==> src/design/bbd_pkg.sv <==
// shared types and constants for the bayer bilinear demosaic block
`timescale 1ns / 1ps
package bbd_pkg;

  localparam int SAMPLE_W = 8;
  localparam int FWIDTH_W = 13;
  localparam int FHEIGHT_W = 16;
  localparam int CFG_IDX_W = 2;
  localparam int CFG_DATA_W = 16;

  localparam logic [CFG_IDX_W-1:0] REG_FRAME_WIDTH = 2'd0;
  localparam logic [CFG_IDX_W-1:0] REG_FRAME_HEIGHT = 2'd1;

  localparam logic KIND_RAW = 1'b0;
  localparam logic KIND_DRAIN = 1'b1;

  localparam logic [FWIDTH_W-1:0] FRAME_WIDTH_RST = 13'd640;
  localparam logic [FHEIGHT_W-1:0] FRAME_HEIGHT_RST = 16'd480;

  // bayer phase of the site, {row odd, column odd}
  typedef enum logic [1:0] {
    PH_GREEN_EVEN = 2'b00,
    PH_BLUE       = 2'b01,
    PH_RED        = 2'b10,
    PH_GREEN_ODD  = 2'b11
  } phase_t;

  // one queued operation: shift a sample in, optionally emit a pixel
  typedef struct packed {
    logic                emit;
    logic                row_odd;
    logic                col_odd;
    logic                has_up;
    logic                has_down;
    logic                has_left;
    logic                has_right;
    logic                last_row;
    logic                last_frame;
    logic [SAMPLE_W-1:0] sample;
  } bbd_cmd_t;

endpackage

==> src/design/bbd_cmd_fifo.sv <==
// small command queue between the front and back parts
`timescale 1ns / 1ps
module bbd_cmd_fifo import bbd_pkg::*; #(
  parameter int DW = 8,
  parameter int DEPTH = 4
) (
  input  logic          clk,
  input  logic          rst_n,
  input  logic          push,
  input  logic [DW-1:0] wdata,
  output logic          full,
  input  logic          pop,
  output logic          empty,
  output logic [DW-1:0] rdata
);

  localparam int AW = (DEPTH > 1) ? $clog2(DEPTH) : 1;
  localparam int NW = $clog2(DEPTH + 1);

  logic [DW-1:0] mem_r [DEPTH];
  logic [AW-1:0] wr_ptr_r, wr_ptr_nxt;
  logic [AW-1:0] rd_ptr_r, rd_ptr_nxt;
  logic [NW-1:0] count_r, count_nxt;

  assign full = (count_r == NW'(DEPTH));
  assign empty = (count_r == '0);
  assign rdata = mem_r[rd_ptr_r];

  always_comb begin
    wr_ptr_nxt = wr_ptr_r;
    rd_ptr_nxt = rd_ptr_r;
    count_nxt = count_r;
    if (push) begin
      wr_ptr_nxt = (wr_ptr_r == AW'(DEPTH - 1)) ? '0 : wr_ptr_r + AW'(1);
    end
    if (pop) begin
      rd_ptr_nxt = (rd_ptr_r == AW'(DEPTH - 1)) ? '0 : rd_ptr_r + AW'(1);
    end
    if (push && !pop) begin
      count_nxt = count_r + NW'(1);
    end else if (pop && !push) begin
      count_nxt = count_r - NW'(1);
    end
  end

  always_ff @(posedge clk) begin
    if (!rst_n) begin
      wr_ptr_r <= '0;
      rd_ptr_r <= '0;
      count_r <= '0;
    end else begin
      wr_ptr_r <= wr_ptr_nxt;
      rd_ptr_r <= rd_ptr_nxt;
      count_r <= count_nxt;
    end
  end

  always_ff @(posedge clk) begin
    if (push) begin
      mem_r[wr_ptr_r] <= wdata;
    end
  end

  a_no_push_full: assert property (@(posedge clk) disable iff (!rst_n) push |-> !full)
    else $error("push into full queue");
  a_no_pop_empty: assert property (@(posedge clk) disable iff (!rst_n) pop |-> !empty)
    else $error("pop from empty queue");

endmodule

==> config.mk <==
export PLATFORM = sky130hd
export DESIGN_NAME = bbd_cmd_fifo
export DESIGN_NICKNAME = d
export VERILOG_FILES = /design/src/design/bbd_pkg.sv /design/src/design/bbd_cmd_fifo.sv
export SDC_FILE = /design/constraint.sdc
export NUM_CORES = 1
export LEC_CHECK = 0
export ABC_AREA = 1
export ABC_CLOCK_PERIOD_IN_PS = 1950
export BUFFER_PORTS_ARGS = -buffer_cell sky130_fd_sc_hd__buf_2
export CORE_MARGIN = 1
export CORE_UTILIZATION = 55
export DETAILED_ROUTE_END_ITERATION = 6
export GPL_ROUTABILITY_DRIVEN = 0
export HOLD_SLACK_MARGIN = 0.05
export PLACE_DENSITY = 0.82
export SLEW_MARGIN = 20
export SYNTH_ARGS = -nofsm -noshare
export SYNTH_HDL_FRONTEND = slang
export SYNTH_SLANG_ARGS = --single-unit
==> constraint.sdc <==
create_clock -name clk -period 1.95 [get_ports clk]
set_input_delay 0.4875 -clock clk [delete_from_list [all_inputs] [get_ports clk]]
set_output_delay 0.4875 -clock clk [all_outputs]
set_load 0.1 [all_outputs]
; Yosys cells after proc, flatten, opt, wreduce, memory -nomap -nowiden
; Memories as Yosys holds them, arrays and structs flattened. A register that Yosys moved wholly into a read port is not among the register bits.
; Cells that the tools add are included.
[totals]
ff_bits = 7
mem_bits_rw = 32
in_bits = 12
out_inout_bits = 10
wordCells = 25
mem_count = 1
[mem_list]
columns = name, words, word_bits, rd, rd_clocked_by_memory_dff, wr, line_no
row1 = mem_r, 4, 8, 1, 1, 1, bbd_cmd_fifo.sv:20  ; logic [DW-1:0] mem_r [DEPTH];
[op_classes]
add_sub_neg = 4
n_eq_ne = 3
mux = 8
reduce_logical = 6
[ops]
columns = operator, n
row1 = $mux W2, 4
row2 = $mux W3, 2
row3 = $add A2 B1 Y2 const B, 2
row4 = $eq A2 B2 Y1 const B, 2
row5 = $add A3 B1 Y3 const B, 1
row6 = $eq A3 B3 Y1 const B, 1
row7 = $logic_not A3 Y1, 1
row8 = $sub A3 B1 Y3 const B, 1
row9 = $logic_and A1 B1 Y1, 2
row10 = $logic_not A1 Y1, 2
row11 = $mux W1, 2
row12 = $reduce_bool A2 Y1, 1

; Logic depth before layout (Yosys ltp)
; Gate-level depths: netlist of run 1.
[depth]
word_depth = 4
depth_mapped = 10
ltp_nobuf = 10

; Worst setup path after synthesis of run 1
; Ideal clock, no wire load.
[synth_path]
path_type = register -> output
startpoint = reg count_r[0]
endpoint = out empty
arrival_time_ps = 2418
required_ps = 1462
path_slack_ps = -956
path_stages_with_launch = 2
path_buffers = 0
cell_sequence = dfxtp_1 -> nor3_1
[synth_between]
elab_chain_len = 1
[synth_rtl]
columns = item, line_no
row1 = "start, declared", bbd_cmd_fifo.sv:23  ; logic [NW-1:0] count_r, count_nxt;
row2 = "start signal, assigned", bbd_cmd_fifo.sv:54  ; count_r <= count_nxt;
row3 = $logic_not A3 Y1, bbd_cmd_fifo.sv:26  ; assign empty = (count_r == '0);
row4 = "end, declared", bbd_cmd_fifo.sv:13  ; output logic empty,
; Every way passes these cells.

==> results of run 1 <==
## synth_stat cells (all sizes together)
cell type / count
nand2: 8
nor3: 4
edfxtp: 32
ha: 6
inv: 16
fa: 1
nor2: 24
o21ai: 19
xor2: 1
nand4: 1
a21oi: 3
nand3: 1
buf: 2
dfxtp: 9
o22ai: 8
## worst register-to-register path, cell delays in order, from the launching register on
cell and delay [ps]:
sky130_fd_sc_hd__dfxtp_1 370, sky130_fd_sc_hd__inv_1 90, sky130_fd_sc_hd__ha_1 160, sky130_fd_sc_hd__nand2_1 70, sky130_fd_sc_hd__inv_1 290
## layer usage
| metal | global-route usage | wire [µm] |
|---|---|---|
| met4 | 0.101 | 55 |
| met3 | 0.0553 | 181 |
| met1 | 0.276 | 1380 |
| met5 | 0 | 0 |
| met2 | 0.371 | 1770 |
## cell families after synthesis
kind of cell / count (synthesis) / share of synthesized area
buf+inv: 18 / 0.0500
fa+ha+maj: 7 / 0.0576
xor+xnor: 1 / 0.00530
compound gates: 30 / 0.102
flops: 41 / 0.691
simple gates: 38 / 0.0947
## metrics by stage
stage | hold slack (ps) | worst slack (ps) | area, µm² | util
after CTS | 362 | -7.76 | 2100 | 0.750
after detailed placement | 540 | 136 | 2010 | 0.718
final | 370 | 49.9 | 2150 | 0.765
after global placement | 500 | 222 | 2010 | 0.718
after floorplan | 490 | -111 | 1770 | -
after global routing | 355 | -19.3 | 2150 | 0.765
## power by group through the flow
stage	logic, mW	registers (mW)	clock network [mW]
floorplan	0.426	1.04	0
global route	0.637	1.03	0.557
detailed placement	0.584	1.05	0
global placement	0.566	1.04	0
CTS	0.592	1.03	0.524
finish	0.607	1.03	0.532
## placed cells by master, fill, tap and decap left out, types with 2 or more instances in the layout
cell                        n
sky130_fd_sc_hd__nor3_2     2
sky130_fd_sc_hd__nor2_2     4
sky130_fd_sc_hd__edfxtp_1  32
sky130_fd_sc_hd__a21oi_1    3
sky130_fd_sc_hd__buf_4      5
sky130_fd_sc_hd__nor3_1     2
sky130_fd_sc_hd__dfxtp_4    2
sky130_fd_sc_hd__o21ai_1    9
sky130_fd_sc_hd__o21ai_2    4
sky130_fd_sc_hd__nor2_1    20
sky130_fd_sc_hd__buf_12     6
sky130_fd_sc_hd__o21ai_0    6
sky130_fd_sc_hd__buf_6      3
sky130_fd_sc_hd__ha_1       6
sky130_fd_sc_hd__nand2_1    8
sky130_fd_sc_hd__dfxtp_1    7
sky130_fd_sc_hd__o22ai_4    8
sky130_fd_sc_hd__buf_2     13
sky130_fd_sc_hd__clkbuf_4   5
sky130_fd_sc_hd__inv_1     14
## area by class of cell
type | instances | area, µm² | share of cell area
sequential | 41 | 1150 | 0.535
multi-input combinational | 76 | 561 | 0.261
timing repair buffer | 27 | 256 | 0.119
inverter | 16 | 67.6 | 0.0315
clock buffer | 6 | 41.3 | 0.0192
tap | 31 | 38.8 | 0.0181
clock inverter | 2 | 33.8 | 0.0157
## state kept, by name, summed over array words and instances, names as in the netlist, named ones only
name,cells
mem_r,32
count_r,3
rd_ptr_r,2
wr_ptr_r,2
## timing repair
action,CTS,global route
setup endpoints to repair,8,8
buffers inserted,0,2
hold buffers,0,0
pin swaps,0,2
gates resized for setup,12,14
cloned,0,0
## final timing paths
check                                              start                        to  cells after the start
worst max-delay path                           flip-flop                  rdata[1]                      3
worst min-delay path                            wdata[0]     mem_r[3][0]$_DFFE_PP_                      1
worst max register to register  wr_ptr_r[0]$_SDFFE_PN0P_     mem_r[0][3]$_DFFE_PP_                      4
worst min register to register  wr_ptr_r[1]$_SDFFE_PN0P_  wr_ptr_r[1]$_SDFFE_PN0P_                      2
==> results_dict.tcl, run 1 <==
set metrics [dict create \
    clockPowerShare 0.245 \
    drv.max_cap_violation_count 0 \
    synth_area_per_cell_um2 12.2 \
    dp_cell_count 189 \
    tritoncts.num_buffers 5 \
    grt_pass1_vias 1155 \
    num_vias 1139 \
    drt_first_iter_violations 37 \
    path_cells "o21ai_0 -> o22ai_4 -> buf_4" \
    synthesis.yosys.warnings 0 \
    number_of_antenna_violations_at_the_first_check_in_global_routing 0 \
    synth_top_area_share 0.582 \
    p_sw_mw 0.718 \
    clock_insertion_delay_worst_skew_ps 340 \
    hpwlAfterDp_um 2370 \
    timing.max_slew.rel_slack 0.680 \
    hold_violations 0 \
    clkSinkCount 41 \
    tritoncts "built" \
    grtUsageTotal 0.223 \
    design.portCount 22 \
    power.share.switching 0.331 \
    synthesis.area_mm2 0.00165 \
    worst_clock_skew_ps 11.4 \
    hold_path.class "input pin to flip-flop" \
    static-leakage-power_nw 0.845 \
    n_antenna_cell 0 \
    run_status "finished with violations" \
    critPathCaptureType "output pin" \
    reg2reg_setup_slack_ps 630 \
    std_cell_rows 19 \
    drive_above_1_share 0.327 \
    mappedNetlistNets 154 \
    worst_slew_pin_slew_ps 484 \
    synth_area_leaders "sky130_fd_sc_hd__edfxtp_1 58%, sky130_fd_sc_hd__dfxtp_1 11%, sky130_fd_sc_hd__nor2_1 5.0%" \
    max_freq_mhz 526 \
    synth-seq-area-share 0.691 \
    netlist-cell-type-count 19 \
    ctsRootBufferMaster "sky130_fd_sc_hd__clkbuf_4" \
    wl_per_cell_um 17.0 \
    fin_crit_sh 0.974 \
    grt_start_max_net_pins 13 \
    clock_tree.buffer_depth 2 \
    syn_to_final_growth_pct 30.0 \
    worstPathMaxFanout 8 \
    routed_wirelength_um 3390 \
    critical_path.n_buffers_inverters 1 \
    floorplan.die.width_um 56.8 \
    critical_path_class "flip-flop to output pin" \
    pwr-share-seq 0.475 \
    fin_crit_ps 1900 \
    drt_first_pass_iters 6 \
    port-buffer-count 21 \
    crit_required_ps 1460 \
    critical_path.startpoint_type "flip-flop" \
    fillerInstances 168 \
    core_ar_mm2 0.00281 \
    final-instance-count-excl-fill 199 \
    area_enclosed_by_the_die_boundary_mm2 0.00323 \
    irDropWorstVdd_uv 626 \
    grt_overflow_total 0 \
    drcViolationCount 2 \
    fin_tns_setup_ps 0 \
    floorplan.initialDensity 0.589 \
    grt_pass1_wl_um 5260 \
    chipHeight_um 56.8 \
    timing.final.setup_violations 0 \
    syn-instance-count 135 \
    drtAntennaViolNets 0 \
    timing.critical_path.max_delay_family "flip-flops" \
    yosys_register_bits 41 \
    power.internal_mw 1.45 \
    rsz0062_at_grt "yes" \
    power_density_mw_per_mm2 1010 \
    clock_tree.htree_level_count 2 \
    final-max-slew-violation-count 0 \
    finalNetCount 186 \
    yosysTopAreaCell "sky130_fd_sc_hd__edfxtp_1" \
    slowest_stage "sky130_fd_sc_hd__dfxtp_4" \
    failed_checks "design-rule violations" \
    comb_power_share 0.280 \
    crit_path_max_incr_delay_ps 440 \
    clkSlewWorstSetupHoldPaths_ps 120 \
    total_power_mw 2.17 \
    vias_per_cell 5.72 \
    arrival_ps 1410 \
]
(Power assumes the default switching activity.)
==> inputs of run 2 (changes only) <==
==> constraint.sdc (replaced) <==
create_clock -name clk -period 1.95 [get_ports clk]
set_input_delay 0.39 -clock clk [delete_from_list [all_inputs] [get_ports clk]]
set_output_delay 0.39 -clock clk [all_outputs]
set_load 0.1 [all_outputs]
==> run 2 against run 1 <==
  * The flow now finishes without violations
  * Final cell count fell by 1.0%
  * Core utilization shrank 4.0 points
  * Worst setup slack improved by 46 ps
  * Non-clock buffer count fell by 2
  * First-iteration DRC count down 32%
  * Clock skew is 5.7 ps lower
  * Die area did not move
  * Sequential share of layout area rose by 2.8 points
==> results_dict.tcl, run 2 (synthesis gave the netlist of run 1 again) <==
set metrics [dict create \
    worst_slew_pin_slew_ps 490 \
    hold_violations 0 \
    tritoncts.num_buffers 5 \
    floorplan.initialDensity 0.589 \
    largest-register "mem_r" \
    max_reg_flops 32 \
    worst_clock_skew_ps 5.67 \
    n_antenna_cell 0 \
    number_of_antenna_violations_at_the_first_check_in_global_routing 0 \
    grt_overflow_total 0 \
    clkSlewWorstSetupHoldPaths_ps 120 \
    drcViolationCount 0 \
    grt_pass1_vias 1068 \
    worstPathMaxFanout 8 \
    critical_path_class "flip-flop to output pin" \
    design.portCount 22 \
    crit_required_ps 1560 \
    critPathCaptureType "output pin" \
    core_ar_mm2 0.00281 \
    clock_tree.htree_level_count 2 \
    register_area_mm2 0.00115 \
    wl_per_cell_um 15.0 \
    max_freq_mhz 539 \
    clock_tree.buffer_depth 2 \
    irDropWorstVdd_uv 651 \
    commonest_cells_after_routing_fill_and_taps_aside "32 x sky130_fd_sc_hd__edfxtp_1, 22 x sky130_fd_sc_hd__nor2_1, 14 x sky130_fd_sc_hd__inv_1, 13 x sky130_fd_sc_hd__o21ai_0, 13 x sky130_fd_sc_hd__buf_2" \
    hold-path-cell-count 1 \
    drt_first_iter_violations 25 \
    fin_crit_sh 0.951 \
    critical_path.startpoint_type "flip-flop" \
    drv.max_cap_violation_count 0 \
    drt_first_pass_iters 4 \
    grt_start_max_net_pins 17 \
    vias_per_cell 5.48 \
    final.hold.worst_slack_ps 237 \
    routed_wirelength_um 2960 \
    std_cell_rows 19 \
    grtUsageTotal 0.218 \
    multi_input_comb_area_um2 494 \
    timing.final.setup_violations 0 \
    fin_crit_ps 1850 \
    finalNetCount 184 \
    run_status "finished, final reports clean" \
    port-buffer-count 21 \
    num_vias 1080 \
    hpwlAfterDp_um 2210 \
    final-max-slew-violation-count 0 \
    fillerInstances 193 \
    clkSinkCount 41 \
    syn_to_final_growth_pct 23.3 \
    chipHeight_um 56.8 \
    arrival_ps 1460 \
    post_dp_cell_area_mm2 0.00195 \
    power_density_mw_per_mm2 985 \
    reg2reg_depth 7 \
    static-leakage-power_nw 0.816 \
    drive_above_1_share 0.307 \
    reg.largest.list "mem_r: 32 flops, count_r: 3 flops" \
    clock_insertion_delay_worst_skew_ps 360 \
    tritoncts "built" \
    area_enclosed_by_the_die_boundary_mm2 0.00323 \
    drtAntennaViolNets 0 \
    ctsRootBufferMaster "sky130_fd_sc_hd__clkbuf_4" \
    hold_path.class "input pin to flip-flop" \
    floorplan.die.width_um 56.8 \
    timing.max_slew.rel_slack 0.676 \
    rsz0062_at_grt "no" \
    total_power_mw 2.01 \
    most_common_cell_after_layout_fill_and_taps_aside "sky130_fd_sc_hd__edfxtp_1" \
    stdcell_area_mm2 0.00204 \
    grt_pass1_wl_um 5020 \
]
## run 2: layout make-up
type,count,area share
well taps,31,0.0191
inverters,16,0.0307
clock buffers,5,0.0184
multi-input cells,76,0.243
flip-flops and latches,41,0.563
clock inverters,3,0.0111
repair buffers,25,0.115
## run 2: power breakdown
part / total (mW) / internal (mW) / leakage, nW / switching, mW
clock network: 0.419 / 0.139 / 0.0234 / 0.280
registers: 1.03 / 0.991 / 0.370 / 0.0386
logic: 0.557 / 0.167 / 0.423 / 0.391
total: 2.01 / 1.30 / 0.816 / 0.709
## run 2: path summary, 6_finish.rpt
check / startpoint / end / slack (ps)
setup reg to reg: count_r[0]$_SDFFE_PN0P_ / count_r[2]$_SDFFE_PN0P_ / 590
hold reg to reg: wr_ptr_r[1]$_SDFFE_PN0P_ / wr_ptr_r[1]$_SDFFE_PN0P_ / 550
hold / removal: wdata[0] / mem_r[3][0]$_DFFE_PP_ / 240
setup / recovery: flip-flop / rdata[2] / 100
## run 2: per-stage QoR
step	std cells	utilization	worst slack (ps)	TNS (ps)
after floorplan	135	-	-33.7	-33.7
after global placement	188	0.696	292	0
after detailed placement	188	0.696	213	0
after CTS	196	0.721	6.39	0
after global routing	197	0.726	1.69	0
final	197	0.726	96.2	0
## run 2: critical path, cell delays in order, from the launching register on
cell and delay (ps):
sky130_fd_sc_hd__dfxtp_4 420, sky130_fd_sc_hd__buf_4 160, sky130_fd_sc_hd__o21ai_0 110, sky130_fd_sc_hd__o22ai_2 210, sky130_fd_sc_hd__buf_12 200
## run 2: per-layer routing
| metal | routed length (µm) | global-route usage | up-vias |
|---|---|---|---|
| met5 | 0 | 0 | - |
| met4 | 93 | 0.105 | 0 |
| met3 | 180 | 0.0691 | 10 |
| met2 | 1460 | 0.342 | 40 |
| met1 | 1230 | 0.275 | 500 |
| li1 | - | - | 530 |
## run 2: timing repair
item	CTS	global route
pin swaps	0	0
setup buffers	0	1
hold buffers	0	0
endpoints found under the setup margin	8	8
endpoints found under the hold margin	0	0
gates resized for setup	5	6
