## config.mk

```make
export PLATFORM = sky130hd
export DESIGN_NAME = bbd_front_flat
export DESIGN_NICKNAME = d
export VERILOG_FILES = /design/src/design/bbd_pkg.sv /design/src/design/bbd_if.sv /design/src/design/bbd_front.sv /design/src/flat_wrapper.sv
export SDC_FILE = /design/constraint.sdc
export NUM_CORES = 1
export LEC_CHECK = 0
export ABC_AREA = 1
export BUFFER_PORTS_ARGS = -buffer_cell sky130_fd_sc_hd__buf_2
export CORE_AREA = 5 5 123 149
export CTS_BUF_LIST = sky130_fd_sc_hd__clkbuf_4 sky130_fd_sc_hd__clkbuf_8
export CTS_CLUSTER_SIZE = 16
export DETAILED_ROUTE_END_ITERATION = 10
export DIE_AREA = 0 0 128 154
export GPL_TIMING_DRIVEN = 0
export PLACE_DENSITY = 0.75
export SYNTH_ARGS = -nofsm -noshare
export SYNTH_HDL_FRONTEND = slang
export SYNTH_SLANG_ARGS = --single-unit
```

## constraint.sdc

```tcl
create_clock -name clk -period 5.6 [get_ports clk]
set_input_delay 1.12 -clock clk [delete_from_list [all_inputs] [get_ports clk]]
set_output_delay 1.12 -clock clk [all_outputs]
set_load 0.03 [all_outputs]
```

## src/design/bbd_pkg.sv

```systemverilog
// shared types and constants for the bayer bilinear demosaic block
`timescale 1ns / 1ps
package bbd_pkg;

  localparam int SAMPLE_W = 8;
  localparam int FWIDTH_W = 13;
  localparam int FHEIGHT_W = 16;
  localparam int CFG_IDX_W = 2;
  localparam int CFG_DATA_W = 16;

  localparam logic [CFG_IDX_W-1:0] REG_FRAME_WIDTH = 2'd0;
  localparam logic [CFG_IDX_W-1:0] REG_FRAME_HEIGHT = 2'd1;

  localparam logic KIND_RAW = 1'b0;
  localparam logic KIND_DRAIN = 1'b1;

  localparam logic [FWIDTH_W-1:0] FRAME_WIDTH_RST = 13'd640;
  localparam logic [FHEIGHT_W-1:0] FRAME_HEIGHT_RST = 16'd480;

  // bayer phase of the site, {row odd, column odd}
  typedef enum logic [1:0] {
    PH_GREEN_EVEN = 2'b00,
    PH_BLUE       = 2'b01,
    PH_RED        = 2'b10,
    PH_GREEN_ODD  = 2'b11
  } phase_t;

  // one queued operation: shift a sample in, optionally emit a pixel
  typedef struct packed {
    logic                emit;
    logic                row_odd;
    logic                col_odd;
    logic                has_up;
    logic                has_down;
    logic                has_left;
    logic                has_right;
    logic                last_row;
    logic                last_frame;
    logic [SAMPLE_W-1:0] sample;
  } bbd_cmd_t;

endpackage

```

## src/design/bbd_if.sv

```systemverilog
// channel interfaces of the bayer bilinear demosaic block
`timescale 1ns / 1ps
interface bbd_in_if import bbd_pkg::*; ();
  logic                valid;
  logic                ready;
  logic                kind;
  logic [SAMPLE_W-1:0] sample;
  modport source (output valid, kind, sample, input ready);
  modport sink (input valid, kind, sample, output ready);
endinterface


interface bbd_cfg_if import bbd_pkg::*; ();
  logic                  valid;
  logic                  ready;
  logic [CFG_IDX_W-1:0]  index;
  logic [CFG_DATA_W-1:0] data;
  modport source (output valid, index, data, input ready);
  modport sink (input valid, index, data, output ready);
endinterface

```

## src/design/bbd_front.sv

```systemverilog
// front part: config registers, position counters and item classification
`timescale 1ns / 1ps
module bbd_front import bbd_pkg::*; #(
  parameter int MAX_WIDTH = 4096
) (
  input  logic                         clk,
  input  logic                         rst_n,
  bbd_in_if.sink                       in_ch,
  bbd_cfg_if.sink                      cfg_ch,
  output logic                         push,
  output bbd_cmd_t                     push_cmd,
  output logic [$clog2(MAX_WIDTH)-1:0] push_col,
  input  logic                         q_full
);

  localparam int CW = $clog2(MAX_WIDTH);
  localparam int WW = $clog2(MAX_WIDTH + 1);
  localparam int CMPW = (WW > FWIDTH_W) ? WW : FWIDTH_W;
  localparam int RW = FHEIGHT_W + 1;

  logic [FWIDTH_W-1:0]  fwidth_r;
  logic [FHEIGHT_W-1:0] fheight_r;
  logic                 dirty_r, dirty_nxt;
  logic [CW-1:0]        icol_r, icol_nxt;
  logic [FHEIGHT_W-1:0] irow_r, irow_nxt;
  logic [CW-1:0]        ocol_r, ocol_nxt;
  logic [FHEIGHT_W-1:0] orow_r, orow_nxt;

  logic [WW-1:0]        w_eff;
  logic [FHEIGHT_W-1:0] h_eff;
  logic                 cfg_fire, in_fire, norm_do, is_raw;
  logic                 clr_in, ready_raw, out_done;
  logic [CW-1:0]        sh_col, e_col;
  logic [FHEIGHT_W-1:0] sh_row, e_row;
  logic [WW-1:0]        sh_inc, e_inc;
  logic                 sh_wrap;
  logic [CW-1:0]        icol_adv, ocol_emit;
  logic [FHEIGHT_W-1:0] irow_adv, orow_emit;
  logic                 has_up, has_down, has_left, has_right, last_row, last_frame;

  // effective frame size
  always_comb begin
    if (fwidth_r == '0) begin
      w_eff = WW'(1);
    end else if (CMPW'(fwidth_r) > CMPW'(MAX_WIDTH)) begin
      w_eff = WW'(MAX_WIDTH);
    end else begin
      w_eff = WW'(fwidth_r);
    end
  end
  assign h_eff = (fheight_r == '0) ? FHEIGHT_W'(1) : fheight_r;

  assign cfg_ch.ready = 1'b1;
  assign cfg_fire = cfg_ch.valid;
  assign in_ch.ready = !dirty_r && !q_full;
  assign in_fire = in_ch.valid && in_ch.ready;
  // realign counters to the new size before the first item after a write
  assign norm_do = dirty_r && in_ch.valid && !cfg_fire;
  assign dirty_nxt = cfg_fire ? 1'b1 : (norm_do ? 1'b0 : dirty_r);
  assign is_raw = (in_ch.kind == KIND_RAW);

  assign clr_in = (irow_r >= h_eff);
  assign sh_col = (is_raw && clr_in) ? '0 : icol_r;
  assign sh_row = (is_raw && clr_in) ? '0 : irow_r;
  assign e_col = (is_raw && clr_in) ? '0 : ocol_r;
  assign e_row = (is_raw && clr_in) ? '0 : orow_r;

  assign sh_inc = WW'(sh_col) + WW'(1);
  assign sh_wrap = (sh_inc >= w_eff);
  assign icol_adv = sh_wrap ? '0 : CW'(sh_inc);
  assign irow_adv = sh_wrap ? sh_row + FHEIGHT_W'(1) : sh_row;
  assign ready_raw = (sh_row >= FHEIGHT_W'(2)) || ((sh_row == FHEIGHT_W'(1)) && (sh_col != '0));
  assign out_done = (e_row >= h_eff);

  assign e_inc = WW'(e_col) + WW'(1);
  assign has_up = (e_row != '0);
  assign has_down = ((RW'(e_row) + RW'(1)) < RW'(h_eff));
  assign has_left = (e_col != '0);
  assign has_right = (e_inc < w_eff);
  assign last_row = !has_right;
  assign last_frame = last_row && !has_down;
  assign ocol_emit = last_row ? '0 : CW'(e_inc);
  assign orow_emit = last_row ? e_row + FHEIGHT_W'(1) : e_row;

  always_comb begin
    push_cmd.emit = 1'b0;
    push_cmd.row_odd = e_row[0];
    push_cmd.col_odd = e_col[0];
    push_cmd.has_up = has_up;
    push_cmd.has_down = has_down;
    push_cmd.has_left = has_left;
    push_cmd.has_right = has_right;
    push_cmd.last_row = last_row;
    push_cmd.last_frame = last_frame;
    push_cmd.sample = is_raw ? in_ch.sample : '0;
    push_col = sh_col;
    push = 1'b0;
    icol_nxt = icol_r;
    irow_nxt = irow_r;
    ocol_nxt = ocol_r;
    orow_nxt = orow_r;
    if (norm_do) begin
      if (WW'(icol_r) >= w_eff) begin
        icol_nxt = '0;
        if (irow_r < h_eff) begin
          irow_nxt = irow_r + FHEIGHT_W'(1);
        end
      end
      if (WW'(ocol_r) >= w_eff) begin
        ocol_nxt = '0;
        if (orow_r != '1) begin
          orow_nxt = orow_r + FHEIGHT_W'(1);
        end
      end
    end else if (in_fire) begin
      if (is_raw) begin
        push = 1'b1;
        push_cmd.emit = ready_raw && !out_done;
        if (!ready_raw) begin
          icol_nxt = icol_adv;
          irow_nxt = irow_adv;
          ocol_nxt = e_col;
          orow_nxt = e_row;
        end else if (out_done || last_frame) begin
          icol_nxt = '0;
          irow_nxt = '0;
          ocol_nxt = '0;
          orow_nxt = '0;
        end else begin
          icol_nxt = icol_adv;
          irow_nxt = irow_adv;
          ocol_nxt = ocol_emit;
          orow_nxt = orow_emit;
        end
      end else if (irow_r >= h_eff) begin
        // drain tick once the whole frame is in
        if (out_done) begin
          icol_nxt = '0;
          irow_nxt = '0;
          ocol_nxt = '0;
          orow_nxt = '0;
        end else begin
          push = 1'b1;
          push_cmd.emit = 1'b1;
          if (last_frame) begin
            icol_nxt = '0;
            irow_nxt = '0;
            ocol_nxt = '0;
            orow_nxt = '0;
          end else begin
            icol_nxt = icol_adv;
            ocol_nxt = ocol_emit;
            orow_nxt = orow_emit;
          end
        end
      end
    end
  end

  always_ff @(posedge clk) begin
    if (!rst_n) begin
      fwidth_r <= FRAME_WIDTH_RST;
      fheight_r <= FRAME_HEIGHT_RST;
      dirty_r <= 1'b0;
      icol_r <= '0;
      irow_r <= '0;
      ocol_r <= '0;
      orow_r <= '0;
    end else begin
      dirty_r <= dirty_nxt;
      icol_r <= icol_nxt;
      irow_r <= irow_nxt;
      ocol_r <= ocol_nxt;
      orow_r <= orow_nxt;
      if (cfg_fire) begin
        case (cfg_ch.index)
          REG_FRAME_WIDTH: fwidth_r <= cfg_ch.data[FWIDTH_W-1:0];
          REG_FRAME_HEIGHT: fheight_r <= cfg_ch.data[FHEIGHT_W-1:0];
          default: ;
        endcase
      end
    end
  end

  a_frame_end_clears: assert property (@(posedge clk) disable iff (!rst_n)
      (push && push_cmd.emit && push_cmd.last_frame) |=>
      (icol_r == '0 && irow_r == '0 && ocol_r == '0 && orow_r == '0))
    else $error("counters not cleared after last pixel of frame");
  a_no_item_while_dirty: assert property (@(posedge clk) disable iff (!rst_n)
      norm_do |-> !in_fire)
    else $error("item accepted during counter realignment");

endmodule

```

## src/flat_wrapper.sv

```systemverilog
// flat-port wrapper written by rule: the top's interface ports become plain ports
module bbd_front_flat import bbd_pkg::*;
#(
  parameter int MAX_WIDTH = 4096
)
  (clk, rst_n, push, push_cmd, push_col, q_full, in_ch_valid, in_ch_kind, in_ch_sample, in_ch_ready, cfg_ch_valid, cfg_ch_index, cfg_ch_data, cfg_ch_ready);
  bbd_in_if in_ch_i ();
  bbd_cfg_if cfg_ch_i ();
  input  logic clk;
  input  logic rst_n;
  output logic push;
  output bbd_cmd_t push_cmd;
  output logic [$clog2(MAX_WIDTH)-1:0] push_col;
  input  logic q_full;
  input wire logic [$bits(in_ch_i.valid)-1:0] in_ch_valid;
  input wire logic [$bits(in_ch_i.kind)-1:0] in_ch_kind;
  input wire logic [$bits(in_ch_i.sample)-1:0] in_ch_sample;
  output wire logic [$bits(in_ch_i.ready)-1:0] in_ch_ready;
  input wire logic [$bits(cfg_ch_i.valid)-1:0] cfg_ch_valid;
  input wire logic [$bits(cfg_ch_i.index)-1:0] cfg_ch_index;
  input wire logic [$bits(cfg_ch_i.data)-1:0] cfg_ch_data;
  output wire logic [$bits(cfg_ch_i.ready)-1:0] cfg_ch_ready;
  assign in_ch_i.valid = in_ch_valid;
  assign in_ch_i.kind = in_ch_kind;
  assign in_ch_i.sample = in_ch_sample;
  assign in_ch_ready = in_ch_i.ready;
  assign cfg_ch_i.valid = cfg_ch_valid;
  assign cfg_ch_i.index = cfg_ch_index;
  assign cfg_ch_i.data = cfg_ch_data;
  assign cfg_ch_ready = cfg_ch_i.ready;
  bbd_front #(.MAX_WIDTH(MAX_WIDTH)) u_core (.clk(clk), .rst_n(rst_n), .in_ch(in_ch_i), .cfg_ch(cfg_ch_i), .push(push), .push_cmd(push_cmd), .push_col(push_col), .q_full(q_full));
endmodule
```

### After elaboration in Yosys (flattened, before gate mapping)

Cells that the tools add are included.

* register bits: 86
* bits of input ports: 32
* output and inout bits: 32
* word-level logic and storage cells: 124

* $add $sub $neg: 7
* order comparisons: 10
* equality and inequality tests: 9
* mux-type cells: 60
* bitwise gates (word level): 1
* reductions and logical operators: 30

Operators by type and width (count)
* two-way mux 16 bit: 25
* two-way mux 12 bit: 22
* adder 16 x 1 -> 16 bit, second input constant: 4
* >= comparator 16 bit: 2
* adder 12 x 1 -> 13 bit, second input constant: 2
* >= comparator 12 x 13 -> 1 bit: 2
* two-way mux 13 bit: 2
* nonzero test 12 bit: 2
* adder 16 x 1 -> 17 bit, second input constant: 1
* < comparator 17 x 16 -> 1 bit: 1
* equality test 16 x 1 -> 1 bit, second input constant: 1
* >= comparator 16 x 2 -> 1 bit, second input constant: 1
* zero test 16 bit: 1
* < comparator 16 bit: 1
* inequality test 16 bit, second input constant: 1
* nonzero test 16 bit: 1
* >= comparator 13 bit: 1
* greater-than comparator 13 bit, second input constant: 1
* zero test 13 bit: 1
* < comparator 13 bit: 1
* two-way mux 1 bit: 10
* logical AND 1 bit: 8
* two-way mux 8 bit: 1
* inequality test 2 bit, second input constant: 4
* 12 further kinds: 21

### Depth between registers and ports, before layout

* depth in word-level cells: 15
* mapped depth: 44
* mapped depth without buffers: 41

### Least setup slack after synthesis

No wires, ideal clock.

* path kind: register to output
* start: register u_core.fheight_r[6]
* end: output port push_cmd[8] (netlist bit)
* arrival: 5.017 ns
* slack: -0.537 ns
* stages on the path, launching flop included: 39
* cell sequence: dfxtp_1 -> inv_1 -> nand4_1 -> o41ai_1 -> ha_1 -> inv_1 -> nand2_1 -> nand2_1 -> nand2_1 -> nand2_1 -> nand2_1 -> nand2_1 -> nand2_1 -> nand3_2 -> nand2_4 -> inv_2 -> buf_6 -> buf_2 -> [3 not listed] -> nor2_2 -> nand4_1 -> nand2_1 -> o21a_1 -> inv_1 -> ha_1 -> a21oi_1 -> nor3_1 -> a211oi_1 -> nand2_1 -> nand3_1 -> nand2_1 -> nand2_1 -> nand3_2 -> nand2_2 -> buf_2 -> inv_1 -> buf_4

RTL lines
* start: declaration: RTL line bbd_front.sv:22 `logic [FHEIGHT_W-1:0] fheight_r;`
* start signal: assignment: RTL line bbd_front.sv:178 `REG_FRAME_HEIGHT: fheight_r <= cfg_ch.data[FHEIGHT_W-1:0];`
* end: declaration: RTL line flat_wrapper.sv:12 `output bbd_cmd_t push_cmd;`

### Worst setup path after layout

* start: register u_core.fheight_r[7]
* end: output port push_cmd[8] (netlist bit)

* cells in the longest elaborated chain, start to end: 9
* elaborated cells on any way between the ends: 13

Ends and longest elaborated chain
* zero test 16 bit: RTL line bbd_front.sv:51 `assign h_eff = (fheight_r == '0) ? FHEIGHT_W'(1) : fheight_r;`
* two-way mux 16 bit (*): RTL line bbd_front.sv:51
* >= comparator 16 bit: RTL line bbd_front.sv:62 `assign clr_in = (irow_r >= h_eff);`
* logical AND 1 bit: RTL line bbd_front.sv:65, bbd_front.sv:66
* two-way mux 16 bit or two-way mux 12 bit (tied branches): RTL line bbd_front.sv:66, bbd_front.sv:65
* adder 16 x 1 -> 17 bit or adder 12 x 1 -> 13 bit (tied branches): RTL line bbd_front.sv:77, bbd_front.sv:75
* < comparator 17 x 16 -> 1 bit or < comparator 13 bit (tied branches): RTL line bbd_front.sv:77, bbd_front.sv:79
* zero test 1 bit, on equally long branches: RTL line bbd_front.sv:81, bbd_front.sv:80
* logical AND 1 bit (*): RTL line bbd_front.sv:81 `assign last_frame = last_row && !has_down;`

Every way passes the cells marked *; elsewhere a longest branch is shown, timed or not.

==> results.py <==
metrics = {
    "cts": {
        "clk_pin_slew_ns": 0.12,
        "cts_root_buffer": "clkbuf_8",
        "cts.path.max_buffers": 2,
        "cts_max_level": 3,
        "clock_latency_ns": 0.40,
        "numCtsBuffers": 9,
        "cts_tree": "done",
        "clock_sinks": 86,
    },
    "timing": {
        "worst_slack_ns": -0.664,
        "slew_headroom_pct": 37.9,
        "worst_pin_slew_ns": 0.932,
        "rsz0062_at_grt": "true",
        "setup_viol": 6,
        "max_freq_ghz": 0.160,
        "slew_violations": 0,
        "period_minus_slack_ns": 6.26,
        "final_hold_viol_count": 0,
        "fin_skew_ns": 0.0181,
        "finalCritPeriodShare_pct": 112,
    },
    "critical_path": {
        "critPathTopFamily": "simple AND/OR/NAND/NOR gates",
        "crit_buf_inv": 10,
        "endpoint_kind": "output pin",
        "cp-start-kind": "flop",
        "crit_arrival_ns": 5.14,
        "cp_slowest_stage_delay_ns": 0.42,
        "cp_slowest_cell": "o41ai_4",
        "critPathMostFrequentCell": "nand2_1",
        "worstSetupPathType": "flop to output pin",
        "path_max_fanout": 10,
        "required_ns": 4.48,
    },
    "grt": {
        "top_usage_layer": "met2",
        "antenna_found_initial": 0,
        "met3_usage_pct": 4.55,
        "grt_pass1_wl_microns": 50900,
        "grt-ovfl-total": 0,
        "grt.met1_usage_pct": 39.7,
        "grt_pass1_vias": 9795,
        "grt_max_degree": 18,
        "gr-usage-all-layers_pct": 32.4,
        "grtUsageMet2_pct": 54.8,
    },
    "status": {
        "status": "complete, but fails checks",
        "violations": "setup timing",
    },
    "synth": {
        "synth_area_leaders": "dfxtp_1 19%, ha_1 15%, nand2_1 12%, nor2_1 8.4%, inv_1 8.2%",
        "yosys.area.top_type_share_pct": 19.1,
        "syn_area_sq_mm": 0.00901,
        "ys_ff_latch": 86,
        "synthCells": 1461,
        "synth_cell_types": 51,
        "syn_area_per_cell_sq_um": 6.17,
        "synthMostInstantiatedCell": "nand2_1",
        "synth_seq_area_share_pct": 19.1,
        "synth.top_cells.by_count": "289 x nand2_1, 201 x nor2_1, 197 x inv_1",
        "synth_warnings": 0,
        "synth_flop_cell": "dfxtp_1",
        "synth_edf_count": 0,
        "synth_async_sr_flop_share_pct": 0,
        "yosysTopAreaCell": "dfxtp_1",
        "synth_fp_nets": 1601,
    },
    "power": {
        "powerDensity_mw_per_mm2": 187,
        "leakage_nw": 5.27,
        "p_total_mw": 2.05,
        "ir_drop_mv": 0.104,
    },
    "cells_and_area": {
        "finish.utilization_pct": 65.8,
        "finalInstanceArea_sq_mm": 0.0110,
        "regArea_sq_mm": 0.00173,
        "multi_input_comb_area_sq_mm": 0.00666,
        "diodes": 0,
        "syn2layout_area_growth_pct": 21.7,
        "final_layout_size_suffix_gt1_share_pct": 20.9,
        "fin_nets": 1744,
        "stdcell_count": 1825,
        "fillCellCount": 1515,
    },
    "detailed_routing": {
        "wl_per_cell_microns": 17.8,
        "drt_iter0_markers": 1004,
        "wirelength_microns": 32500,
        "ant_nets": 0,
        "drc": 0,
        "via_count": 10500,
        "dr.pass1.iters": 6,
        "vias_per_cell": 5.73,
    },
    "floorplanning": {
        "start_util_pct": 54.1,
        "rows": 52,
        "io-pin-count": 64,
        "die_width_microns": 128,
        "die_area_sq_mm": 0.0197,
        "coreArea_sq_mm": 0.0167,
        "die_h_microns": 154,
    },
    "flow_run": {
        "maxCapViolCount": 0,
    },
    "placement": {
        "hpwl_microns": 23100,
        "port_buffers": 62,
        "gp_congestion": 0.959,
        "placed_cells": 1739,
        "placed_cell_area_sq_mm": 0.00962,
    },
    "min_path": {
        "holdCritPathClass": "flop to flop",
    },
}
worst reg2reg max path, delay by kind of cell, from the launching register on:
kind,cells,cell delay [ns]
AOI/OAI and AO/OA,2,0.51
buffers and inverters,9,0.87
and+or+nand+nor,26,2.67
DFF,1,0.34
adders and majority gates,3,0.69
xor gates and xnor gates,2,0.28
cell type report:
class | instances | share of cell area (%)
clock buffers | 9 | 1.13
clock inverters | 7 | 0.594
plain buffers | 57 | 3.81
well taps | 216 | 2.47
flip-flops and latches | 86 | 15.8
repair buffers | 134 | 8.08
multi-input cells | 1106 | 60.8
inverters | 210 | 7.31
cells by family (layout without fill, tap and decap cells):
kind of cell             count (synthesis)  count (layout)  share of synthesized area [%]
other                                    1               1                         0.0416
AND/OR/NAND/NOR                        726             726                           36.2
buffers and inverters                  269             417                           12.5
flip-flops                              86              86                           19.1
adder cells (fa/ha/maj)                108             108                           15.0
AO/OA/AOI/OAI                          243             243                           14.5
XOR/XNOR                                28              28                           2.72
timing repair:
item,in CTS,in global routing
pin swaps,32,44
endpoints found under the setup margin,50,44
buffers inserted,61,19
cloned,2,0
resized for setup,87,83
hold buffers,0,0
worst paths after layout:
path / startpoint / to / slack [ns] / cells past startpoint
max: u_core.fheight_r[7] / push_cmd[8] / -0.66 / 39
min: u_core.dirty_r / u_core.dirty_r / 0.48 / 2
min reg2reg: u_core.dirty_r / u_core.dirty_r / 0.48 / 2
max reg2reg: u_core.fheight_r[7] / u_core.irow_r[10] / 0.17 / 42
layer usage:
layer / vias to the layer above / wire, microns
met1: 4682 / 12500
met2: 535 / 15400
li1: 5085 / -
met3: 149 / 2750
met4: 0 / 1900
met5: - / 0
state kept, by name (all words and copies together) (netlist names):
signal            count
u_core.orow_r        16
u_core.icol_r        12
u_core.dirty_r        1
u_core.fwidth_r      13
u_core.irow_r        16
u_core.fheight_r     16
u_core.ocol_r        12
power breakdown:
part           leakage (nW)  total [mW]  switching, mW  internal [mW]
sequential            0.704       0.687         0.0430          0.644
combinational          4.47       0.888          0.583          0.305
clock                0.0943       0.475          0.302          0.173
total                  5.27        2.05          0.928           1.12
through the flow:
| step | TNS, ns | setup slack (ns) | hold slack, ns |
|---|---|---|---|
| 6_report | -2.62 | -0.664 | 0.484 |
| 3_5_place_dp | -27.29 | -1.22 | 0.470 |
| 3_3_place_gp | -22.96 | -1.13 | 0.467 |
| 4_1_cts | -9.27 | -0.564 | 0.486 |
| 5_1_grt | -4.93 | -0.881 | 0.531 |
| 2_1_floorplan | 0 | 0.00911 | 0.452 |
cells in the final DEF, fill, tap and decap left out, drive strengths merged, types with 6 or more instances in the layout:
cell,n
nand2,298
nor2,218
inv,213
buf,165
a21oi,124
nand3,123
ha,108
o21ai,90
dfxtp,86
nand4,35
clkbuf,35
nor3,31
xor2,24
nor4,10
o211ai,7
o41ai,6
Note: power is estimated with default switching activity, not from simulation.
